`config.mk`:
```
export PLATFORM = sky130hd
export DESIGN_NAME = adpcm_chunk_decoder_unit
export DESIGN_NICKNAME = d
export VERILOG_FILES = /design/src/sv/acd_pkg.sv /design/src/sv/adpcm_chunk_decoder_unit.sv /design/src/sv/acd_ram.sv
export SDC_FILE = /design/constraint.sdc
export NUM_CORES = 2
export LEC_CHECK = 0
export BUFFER_PORTS_ARGS = -buffer_cell sky130_fd_sc_hd__buf_2
export CORE_MARGIN = 2
export CORE_UTILIZATION = 35
export CTS_CLUSTER_DIAMETER = 100
export CTS_CLUSTER_SIZE = 25
export DETAILED_ROUTE_END_ITERATION = 8
export RECOVER_POWER = 25
export SKIP_LAST_GASP = 1
export SLEW_MARGIN = 20
export SYNTH_ARGS = -nofsm -noshare
export SYNTH_HDL_FRONTEND = slang
export SYNTH_SLANG_ARGS = --single-unit
```
`constraint.sdc`:
```
create_clock -name clk -period 11.4 [get_ports clk]
set_input_delay 0 -clock clk [delete_from_list [all_inputs] [get_ports clk]]
set_output_delay 0 -clock clk [all_outputs]
set_load 0.05 [all_outputs]
```
`src/sv/acd_pkg.sv`:
```
package acd_pkg;

  localparam int SAMPLES_PER_CHUNK = 28;
  localparam int NUM_FILTERS       = 5;

  localparam logic [7:0] END_FLAG   = 8'd7;
  localparam logic [4:0] LAST_INDEX = 5'(SAMPLES_PER_CHUNK - 1);

  // data nibbles of one chunk
  localparam int DATA_W = 4 * SAMPLES_PER_CHUNK;

  // history entry: recent in the low half, older in the high half
  localparam int HIST_W  = 32;
  localparam int ENTRY_W = 2 * HIST_W;

  typedef logic signed [7:0]        coef_t;
  typedef logic signed [HIST_W-1:0] hist_t;

  // filter coefficients in sixty-fourths
  localparam coef_t COEF_A [NUM_FILTERS] = '{8'sd0, 8'sd60, 8'sd115, 8'sd98, 8'sd122};
  localparam coef_t COEF_B [NUM_FILTERS] = '{8'sd0, 8'sd0, -8'sd52, -8'sd55, -8'sd60};

  typedef enum logic [2:0] {
    S_IDLE = 3'b001,
    S_READ = 3'b010,
    S_RUN  = 3'b100
  } state_t;

  // filter index above the table falls back to filter 0
  function automatic logic [2:0] filter_sel(input logic [3:0] p);
    logic [2:0] f;
    f = (p > 4'(NUM_FILTERS - 1)) ? 3'd0 : p[2:0];
    return f;
  endfunction

endpackage

```
`src/sv/adpcm_chunk_decoder_unit.sv`:
```
// ADPCM chunk decoder (SPU style), 28 samples per 16-byte chunk.
// Input stream (s_*): one item per chunk. s_tdata carries channel, predictor,
// shift and the 14 data bytes; s_tuser carries the flag byte.
// Output stream (m_*): one item per decoded sample, in order 0..27, with
// m_tlast on sample 27. An end chunk (flag byte 7) yields a single item with
// sample 0, index 0, m_tuser set and m_tlast set; history is left alone.
// Per-channel history (two Q19.12 values) sits in a small RAM with a registered
// read; each chunk reads its entry once, and a data chunk writes it back with
// the step that produces sample 27.
// Timing: a chunk is taken in the idle state, then comes the history read state,
// then one sample per cycle while the receiver keeps up. Each sample passes
// through the pending stage and then the output register.
// A stalled receiver holds the output register and one pending sample behind
// it; the filter recurrence simply pauses. The next chunk is accepted while the
// last samples of the previous one still drain.
// Reset: all history reads as zero (per-entry valid bits cleared), no output.
module adpcm_chunk_decoder_unit #(
  parameter int CHANNELS = 8
) (
  input  logic         clk,
  input  logic         rst,
  // s_tdata, low bit up: channel[2:0], predictor[3:0], shift[3:0],
  // data_low[55:0], data_high[55:0], zero pad[4:0]
  input  logic [127:0] s_tdata,
  // s_tuser: chunk_flags[7:0]
  input  logic [7:0]   s_tuser,
  input  logic         s_tvalid,
  output logic         s_tready,
  // m_tdata, low bit up: out_channel[2:0], sample[15:0], sample_index[4:0]
  output logic [23:0]  m_tdata,
  // m_tuser: end_marker
  output logic [0:0]   m_tuser,
  output logic         m_tlast,
  output logic         m_tvalid,
  input  logic         m_tready
);

  import acd_pkg::*;

  localparam int SLOT_W = (CHANNELS > 1) ? $clog2(CHANNELS) : 1;

  // channel folded onto the history entries, repeated subtract on 5 bits
  function automatic logic [SLOT_W-1:0] chan_slot(input logic [2:0] ch);
    logic [4:0] c;
    c = {2'b00, ch};
    for (int i = 0; i < 8; i++) begin
      if (c >= 5'(CHANNELS)) begin
        c = c - 5'(CHANNELS);
      end
    end
    return c[SLOT_W-1:0];
  endfunction

  // ---------------------------------------------------------------- control
  state_t state;
  state_t state_next;

  logic s_accept;
  assign s_tready = (state == S_IDLE);
  assign s_accept = s_tvalid && s_tready;

  // chunk registers
  logic [2:0]        chan;
  logic [SLOT_W-1:0] slot;
  logic [3:0]        shift;
  coef_t             k0;
  coef_t             k1;
  logic              is_end;
  logic [DATA_W-1:0] data;
  logic [4:0]        idx;
  logic              rd_valid;

  // filter history in flight
  hist_t recent;
  hist_t older;

  // pending sample between the filter and the output register
  logic       pend_valid;
  hist_t      pend_nv;
  logic [2:0] pend_chan;
  logic [4:0] pend_idx;
  logic       pend_end;
  logic       pend_last;

  logic pend_move;
  logic step_go;
  logic chunk_done;

  assign pend_move  = pend_valid && (!m_tvalid || m_tready);
  assign step_go    = (state == S_RUN) && (!pend_valid || pend_move);
  assign chunk_done = step_go && (is_end || (idx == LAST_INDEX));

  always_comb begin
    state_next = state;
    case (state)
      S_IDLE: begin
        if (s_accept) state_next = S_READ;
      end
      S_READ: state_next = S_RUN;
      S_RUN: begin
        if (chunk_done) state_next = S_IDLE;
      end
      default: state_next = S_IDLE;
    endcase
  end

  always_ff @(posedge clk) begin
    if (rst) begin
      state <= S_IDLE;
    end else begin
      state <= state_next;
    end
  end

  // ------------------------------------------------------------ history RAM
  logic [CHANNELS-1:0] hist_valid;
  logic [SLOT_W-1:0]   rd_slot;
  logic                ram_we;
  logic [ENTRY_W-1:0]  ram_wdata;
  logic [ENTRY_W-1:0]  ram_rdata;

  assign rd_slot = chan_slot(s_tdata[2:0]);

  acd_ram #(
    .WIDTH (ENTRY_W),
    .DEPTH (CHANNELS)
  ) u_hist_ram (
    .clk   (clk),
    .we    (ram_we),
    .waddr (slot),
    .wdata (ram_wdata),
    .re    (s_accept),
    .raddr (rd_slot),
    .rdata (ram_rdata)
  );

  always_ff @(posedge clk) begin
    if (rst) begin
      hist_valid <= '0;
    end else if (ram_we) begin
      hist_valid[slot] <= 1'b1;
    end
  end

  // ------------------------------------------------------------- filter step
  logic [3:0]         nib;
  logic signed [15:0] raw;
  logic signed [39:0] prod_a;
  logic signed [39:0] prod_b;
  logic signed [41:0] acc;
  logic signed [35:0] nv_wide;
  hist_t              nv;

  assign nib    = data[3:0];
  assign raw    = $signed({nib, 12'h000}) >>> shift;
  assign prod_a = k0 * recent;
  assign prod_b = k1 * older;
  assign acc    = {{8{raw[15]}}, raw, 18'h00000}
                + {{2{prod_a[39]}}, prod_a}
                + {{2{prod_b[39]}}, prod_b};
  assign nv_wide = acc[41:6];   // floor of acc / 64

  always_comb begin
    if (nv_wide[35:31] == 5'b00000 || nv_wide[35:31] == 5'b11111) begin
      nv = nv_wide[31:0];
    end else if (nv_wide[35]) begin
      nv = {1'b1, {(HIST_W-1){1'b0}}};
    end else begin
      nv = {1'b0, {(HIST_W-1){1'b1}}};
    end
  end

  assign ram_we    = step_go && !is_end && (idx == LAST_INDEX);
  assign ram_wdata = {recent, nv};

  always_ff @(posedge clk) begin
    if (s_accept) begin
      chan     <= s_tdata[2:0];
      slot     <= rd_slot;
      k0       <= COEF_A[filter_sel(s_tdata[6:3])];
      k1       <= COEF_B[filter_sel(s_tdata[6:3])];
      shift    <= s_tdata[10:7];
      data     <= s_tdata[11 +: DATA_W];
      is_end   <= (s_tuser == END_FLAG);
      rd_valid <= hist_valid[rd_slot];
    end
    if (state == S_READ) begin
      recent <= rd_valid ? hist_t'(ram_rdata[HIST_W-1:0]) : '0;
      older  <= rd_valid ? hist_t'(ram_rdata[ENTRY_W-1:HIST_W]) : '0;
    end else if (step_go && !is_end) begin
      recent <= nv;
      older  <= recent;
      data   <= {4'h0, data[DATA_W-1:4]};
    end
  end

  always_ff @(posedge clk) begin
    if (rst) begin
      idx <= '0;
    end else if (s_accept || chunk_done) begin
      idx <= '0;
    end else if (step_go) begin
      idx <= idx + 5'd1;
    end
  end

  // ---------------------------------------------------------- pending stage
  always_ff @(posedge clk) begin
    if (rst) begin
      pend_valid <= 1'b0;
    end else if (step_go) begin
      pend_valid <= 1'b1;
    end else if (pend_move) begin
      pend_valid <= 1'b0;
    end
  end

  always_ff @(posedge clk) begin
    if (step_go) begin
      pend_nv   <= is_end ? '0 : nv;
      pend_chan <= chan;
      pend_idx  <= is_end ? 5'd0 : idx;
      pend_end  <= is_end;
      pend_last <= chunk_done;
    end
  end

  // ------------------------------------------ rounding and output register
  logic [32:0]        mag;
  logic [32:0]        mag_rnd;
  logic [20:0]        rnd;
  logic signed [15:0] smp;

  assign mag     = pend_nv[31] ? (33'd0 - {pend_nv[31], pend_nv}) : {1'b0, pend_nv};
  assign mag_rnd = mag + 33'd2048;
  assign rnd     = mag_rnd[32:12];

  always_comb begin
    if (!pend_nv[31]) begin
      smp = (rnd > 21'd32767) ? 16'sh7FFF : 16'(rnd);
    end else begin
      smp = (rnd > 21'd32768) ? 16'sh8000 : 16'(21'd0 - rnd);
    end
  end

  always_ff @(posedge clk) begin
    if (rst) begin
      m_tvalid <= 1'b0;
    end else if (pend_move) begin
      m_tvalid <= 1'b1;
    end else if (m_tready) begin
      m_tvalid <= 1'b0;
    end
  end

  always_ff @(posedge clk) begin
    if (pend_move) begin
      m_tdata <= {pend_idx, smp, pend_chan};
      m_tuser <= pend_end;
      m_tlast <= pend_last;
    end
  end

  // -------------------------------------------------------------- checks
  a_wb_last_only: assert property (@(posedge clk) disable iff (rst)
    ram_we |-> (state == S_RUN) && (idx == LAST_INDEX) && !is_end)
    else $error("history written back before the final sample");

  a_idx_range: assert property (@(posedge clk) disable iff (rst)
    (state == S_RUN) |-> (idx <= LAST_INDEX))
    else $error("sample index ran past the chunk");

  a_done_idle: assert property (@(posedge clk) disable iff (rst)
    chunk_done |=> (state == S_IDLE) && pend_valid && pend_last)
    else $error("chunk end not followed by idle with last sample pending");

  a_pend_hold: assert property (@(posedge clk) disable iff (rst)
    (pend_valid && !pend_move) |=> pend_valid && $stable(pend_nv) && $stable(pend_idx))
    else $error("pending sample lost while output stalled");

endmodule

```
`src/sv/acd_ram.sv`:
```
module acd_ram #(
  parameter int WIDTH = 64,
  parameter int DEPTH = 8
) (
  input  logic                                    clk,
  input  logic                                    we,
  input  logic [(DEPTH > 1 ? $clog2(DEPTH) : 1)-1:0] waddr,
  input  logic [WIDTH-1:0]                        wdata,
  input  logic                                    re,
  input  logic [(DEPTH > 1 ? $clog2(DEPTH) : 1)-1:0] raddr,
  output logic [WIDTH-1:0]                        rdata
);

  logic [WIDTH-1:0] mem [DEPTH];

  always_ff @(posedge clk) begin
    if (we) begin
      mem[waddr] <= wdata;
    end
    if (re) begin
      rdata <= mem[raddr];
    end
  end

endmodule
```
# Yosys cells after proc, flatten, opt, wreduce, memory -nomap -nowiden
# Memory sizes are Yosys's and may differ from the RTL's. A register that Yosys moved wholly into a read port is not among the register bits.
# Index checks and enable logic that the tools add are counted.
# totals
n_memories,3
register_bits,271
input_bits,140
ramBits,512
wordCells,98
mem_bits_ro,128
out_inout_bits,28
# mem_list
memory,words,width,read_ports,rd_clocked_by_memory_dff,wr,line_no,rtl
u_hist_ram.mem,8,64,1,1,1,acd_ram.sv:14,logic [WIDTH-1:0] mem [DEPTH];
(name not given),8,8,1,1,0,adpcm_chunk_decoder_unit.sv:181,k1 <= COEF_B[filter_sel(s_tdata[6:3])];
(name not given),8,8,1,1,0,adpcm_chunk_decoder_unit.sv:180,k0 <= COEF_A[filter_sel(s_tdata[6:3])];
# op_classes
n_mux,29
addsub,6
eq_ne,8
mul,2
n_shift,1
n_reduce_logical,21
n_lt_le_gt_ge,6
n_bitwise,2
# op_table
op,count
$mux 112,3
$mux 32,8
$mul 8x32->40,2
$mux 16,3
$add 41x40->42,1
$add 34x40->41,1
$add 33x12->33 const B,1
$mux 33,1
$sub 1x32->33 const A,1
$gt 21x15->1 const B,1
$gt 21x16->1 const B,1
$sshr 16x4->16,1
$sub 1x16->16 const A,1
$eq 5x5->1 const B,2
$mux 3,3
$pmux 3 s3,1
$eq 8x3->1 const B,1
$lt 3x4->1 const B,2
$mux 1,8
$or 8x8->8,1
$logic_and 1x1->1,7
$reduce_bool 2->1,3
$add 5x1->5 const B,1
$logic_not 5->1,1
other kinds (14),20

# Longest topological paths before layout
# depth
ltp_word,9
mapped_depth,29
ltp_nobuf,25

# Cells and area by module
# From an unflattened synthesis, not the netlist that was laid out.
# hier_totals
cells_unflattened,3836
area_unflattened_um2,49797.8
# modules_own_cells
mod,n_inst,seq_area_each_um2,cells_each,area_per_inst_um2
adpcm_chunk_decoder_unit,1,7106.8,3020,28609.9
acd_ram,1,17296.6,816,21187.8

# Worst setup path before layout
# Ideal clock, no wire load.
# synth_timing
kind,flip-flop to flip-flop
startpoint,register m_tvalid
endpoint,memory u_hist_ram.mem[1][0] (enable)
synth_period_minus_slack_ps,9008
t_required_ps,10833
n_path_buf,2
setup_ps,567
t_arrival_ps,8441
path_stages_with_launch,8
slack_ps,2392
path_cell_list,dfxtp_1 > nor2b_1 > a21oi_1 > nor2b_1 > clkbuf_1 > clkbuf_1 > nand3_1 > nor3_1
# synth_between
elab_chain_len,9
# synth_rtl
element,line_no,rtl
start: declaration,adpcm_chunk_decoder_unit.sv:34,"output logic m_tvalid,"
start signal: assignment,adpcm_chunk_decoder_unit.sv:248,m_tvalid <= 1'b0;
start signal: assignment,adpcm_chunk_decoder_unit.sv:250,m_tvalid <= 1'b1;
start signal: assignment,adpcm_chunk_decoder_unit.sv:252,m_tvalid <= 1'b0;
$logic_not 1->1,adpcm_chunk_decoder_unit.sv:89,assign pend_move = pend_valid && (!m_tvalid || m_tready);
$logic_or 1x1->1,adpcm_chunk_decoder_unit.sv:89,
$logic_and 1x1->1,adpcm_chunk_decoder_unit.sv:89,
$logic_or 1x1->1,adpcm_chunk_decoder_unit.sv:90,assign step_go = (state == S_RUN) && (!pend_valid || pend_move);
$logic_and 1x1->1,adpcm_chunk_decoder_unit.sv:90,
named net step_go,adpcm_chunk_decoder_unit.sv:86,logic step_go;
$logic_and 1x1->1 (2 in series),adpcm_chunk_decoder_unit.sv:173,assign ram_we = step_go && !is_end && (idx == LAST_INDEX);
$mux 1,acd_ram.sv:17,if (we) begin
$mux 1 (implied by the code),acd_ram.sv:18,mem[waddr] <= wdata;
end: declaration,acd_ram.sv:14,
# The timed path passes the listed nets, and every way through them passes these cells.

# Final worst setup path
# layout_timing
startpoint,register k0[0]
endpoint,register pend_nv[0] (data pin)
# layout_between
elab_chain_len,6
elab_cells_between_ends,8
cone_classes,add/sub: 2; mul: 1; eq/ne: 1; mux: 2; reduce/logical: 2
# layout_rtl
element,line_no,rtl
start: declaration,adpcm_chunk_decoder_unit.sv:66,coef_t k0;
$mul 8x32->40 (*),adpcm_chunk_decoder_unit.sv:156,assign prod_a = k0 * recent;
$add 34x40->41 (*),adpcm_chunk_decoder_unit.sv:159,"+ {{2{prod_a[39]}}, prod_a}"
$add 41x40->42 (*),adpcm_chunk_decoder_unit.sv:160,"+ {{2{prod_b[39]}}, prod_b};"
$eq 5x5->1 / $logic_not 5->1 (equally long branches),adpcm_chunk_decoder_unit.sv:164,if (nv_wide[35:31] == 5'b00000 || nv_wide[35:31] == 5'b11111) begin
$logic_or 1x1->1,adpcm_chunk_decoder_unit.sv:164,
$mux 32 (*),adpcm_chunk_decoder_unit.sv:164,
named net nv[0],adpcm_chunk_decoder_unit.sv:152,hist_t nv;
end signal: assignment,adpcm_chunk_decoder_unit.sv:220,pend_nv <= is_end ? '0 : nv;
end: declaration,adpcm_chunk_decoder_unit.sv:79,hist_t pend_nv;
# The timed path passes the listed nets; every way through them passes the cells marked *.
# A chain may end at the register's enable or synchronous reset.

==> results.cfg <==
[synthesis]
synth_fp_nets = 4464
synth_top_area_share_pct = 44.3
synth_async_sr_flop_share_pct = 0
synth_compound_area_share_pct = 5.51
ys_seq_area_share_pct = 49.6
yosysTopAreaCell = edfxtp_1
synth_xor_area_share_pct = 1.46
syn_inst = 3777
ys_seq_elements = 856
synthMuxAreaShare_pct = 9.93
synth_area_um2 = 49200
ys_warn_count = 0
synth_edf_count = 726
synth_top_family_by_area = adder cells
synth_flop_cell = edfxtp_1
synth-simple-area-share_pct = 9.49
yosys-top-cells-area = edfxtp_1, fa_1, mux4_2
avgSynthCellArea_um2 = 13.0
synth_fa_ha_area_share_pct = 19.5
ys_types = 81

[grt]
overflow = 0
grt_first_pass_wirelength_mm = 181
grt_max_degree = 122
grt_antenna_before_repair = 0
grt_pass1_vias = 31000
track_usage_pct = 16.4

[sta]
setup_viol = 0
relSlewSlack_pct = -250
hold_violations = 0
fin_skew_ns = 0.0335
finalCriticalPeriod_ns = 9.37
fin_setup_tns_ns = 0
tightest_slew_ns = 5.25
rsz0062_at_grt = false
fmax_mhz = 107
min_period_over_period_pct = 82.2
drv_slew = 249

[layout]
antenna_cells = 0
fin_nets = 4668
area_delta_synth_final_pct = 11.2
layout-drive-gt1-share_pct = 11.6

[critical_path]
cpMostUsedCell = fa_1
cp.required_ns = 11.88
crit_slowest_cell = o31a_2
crit_type = flip-flop to flip-flop
cp_max_fo = 41
path_cells = buf_4 > and2_1 > fa_1 > fa_1 > fa_1 > fa_1 > fa_1 > inv_1 > fa_1 > inv_1 > ha_1 > and4_1 > and3_1 > o2111ai_1 > a21bo_2 > a31oi_1 > nand2_1 > o311ai_1 > xnor2_1 > o31a_2 > buf_4 > a21o_1 > nor2b_1
end_kind = flip-flop
cp_slowest_stage_delay_ns = 0.92
start_kind = flip-flop
critical_path_buf_inv_count = 4
cp.arrival_ns = 9.86
cpLargestDelayFamily = adder cells
rrSetupSlack_ns = 2.03

[route]
vias = 29600
firstDrtPassIters = 6
wl_mm = 117
drc = 0
postRouteAntennaNets = 0
via_per_inst = 5.03
wl_per_cell_um = 19.8
drtIter0Drc = 2057

[cts]
clk_latency_ns = 0.66
cts_buffer_depth = 3
numCtsBuffers = 44
post-cts-setup-buffers = 0
clkSlewWorstSetupHoldPaths_ns = 0.09
htreeDepth = 2
cts_root_buf = clkbuf_16
tritoncts = yes
cts.sinks = 856

[die]
io_pins = 168
chipHeight_um = 379
core_um2 = 140000
initial_core_util_pct = 35.3
die_area_um2 = 144000
dieWidth_um = 379
rows = 137

[place]
dp_hpwl_mm = 78.1
io_buffers = 162
gp_congestion = 0.849

[job]
drv_cap = 5

[outcome]
status = finished, violations left
violations = max-capacitance violations, max-slew violations

[hold_path]
hold_path_class = primary input to flip-flop
-- flip-flops by register name, indices dropped and copies added, names as in the netlist, 8 cells and up --
| name | cells |
|---|---|
| u_hist_ram.mem | 512 |
| data | 112 |
| u_hist_ram.rdata | 64 |
| older | 32 |
| pend_nv | 32 |
| recent | 32 |
| m_tdata | 24 |
| hist_valid | 8 |
-- synth_stat cells (8+ instances only) --
library cell,count
fa_1,366
mux4_2,130
and2_1,250
nor2_1,150
o21a_1,10
buf_1,26
mux2_2,71
nor3_1,22
nand4_1,19
nor2b_1,45
edfxtp_1,726
o21ai_0,215
o211ai_1,10
clkbuf_1,145
a31oi_1,12
dfxtp_1,130
nor4_1,8
nand2b_1,12
nand3_1,17
inv_1,415
a21oi_1,65
nand2_1,355
a21o_1,42
or3_1,11
a211oi_1,9
ha_1,181
xor2_1,25
and3_1,12
mux2i_1,116
o21bai_1,12
xnor2_1,55
-- final timing paths --
| check | start | to | cells past startpoint |
|---|---|---|---|
| setup reg to reg | k0[0]$_SDFFCE_PP0P_ | pend_nv[0]$_SDFFCE_PP0P_ | 23 |
| setup / recovery | k0[0]$_SDFFCE_PP0P_ | pend_nv[0]$_SDFFCE_PP0P_ | 23 |
| hold / removal | s_tdata[10] | shift[3]$_DFFE_PP_ | 2 |
| hold reg to reg | pend_chan[1]$_DFFE_PP_ | m_tdata[1]$_DFFE_PP_ | 0 |
-- metal layers --
| metal | up-vias | wire, um | track usage [%] | part of all wire (%) |
|---|---|---|---|---|
| met5 | - | 0 | 0 | 0 |
| li1 | 13500 | - | - | - |
| met3 | 148 | 5710 | 2.41 | 4.9 |
| met4 | 0 | 2920 | 4.02 | 2.5 |
| met2 | 730 | 57700 | 28.3 | 50 |
| met1 | 15200 | 50200 | 21.6 | 43 |
-- kinds of logic (layout without fill, tap and decap cells) --
logic type | Yosys count | count (layout)
AO/OA/AOI/OAI | 440 | 440
XOR/XNOR | 81 | 81
adder cells (fa/ha/maj) | 547 | 547
buffers and inverters | 594 | 822
flip-flops | 856 | 856
multiplexers | 317 | 317
AND/OR/NAND/NOR | 942 | 942
-- timing repair --
| action | in CTS | in global routing |
|---|---|---|
| hold buffers | 135 | 0 |
| hold endpoints to repair | 160 | 0 |
| gates resized for setup | 0 | 0 |
-- per-stage QoR --
| stage | instance area, um2 | setup WS [ns] | instances | hold WS, ns | utilization, % |
|---|---|---|---|---|---|
| 2_1_floorplan | 49200 | 2.39 | 3777 | 0.0691 | - |
| 6_report | 54800 | 2.03 | 5881 | 0.117 | 39.3 |
| 4_1_cts | 54800 | 2.19 | 5880 | 0.0555 | 39.3 |
| 3_3_place_gp | 52100 | 2.29 | 5675 | 0.217 | 37.4 |
| 3_5_place_dp | 52100 | 2.21 | 5675 | 0.216 | 37.4 |
| 5_1_grt | 54800 | 1.52 | 5881 | 0.115 | 39.3 |
-- cell type report --
type,count,area (um2)
clock inverter,13,194
tap,1876,2350
timing repair buffer,336,2410
sequential,856,24400
inverter,416,1570
fill,13200,84800
clock buffer,57,1170
multi-input combinational,2327,22700
-- cells in the final DEF (no fill, tap or decap), types with 20 or more instances in the layout --
| cell type | count |
|---|---|
| o21ai_0 | 215 |
| buf_4 | 34 |
| nand2_1 | 354 |
| nor2b_1 | 43 |
| a21oi_1 | 64 |
| ha_1 | 181 |
| mux2_2 | 69 |
| mux2i_1 | 116 |
| edfxtp_1 | 726 |
| clkbuf_16 | 45 |
| inv_1 | 415 |
| a21o_1 | 42 |
| dlygate4sd3_1 | 135 |
| xor2_1 | 25 |
| fa_1 | 366 |
| dfxtp_1 | 130 |
| and2_1 | 250 |
| nor3_1 | 20 |
| xnor2_1 | 55 |
| buf_2 | 126 |
| clkbuf_1 | 52 |
| mux4_2 | 130 |
| nor2_1 | 143 |
Power is left out: the tool's default activity adds up to more than one toggle a clock period on the data nets, which glitch-free logic cannot reach.
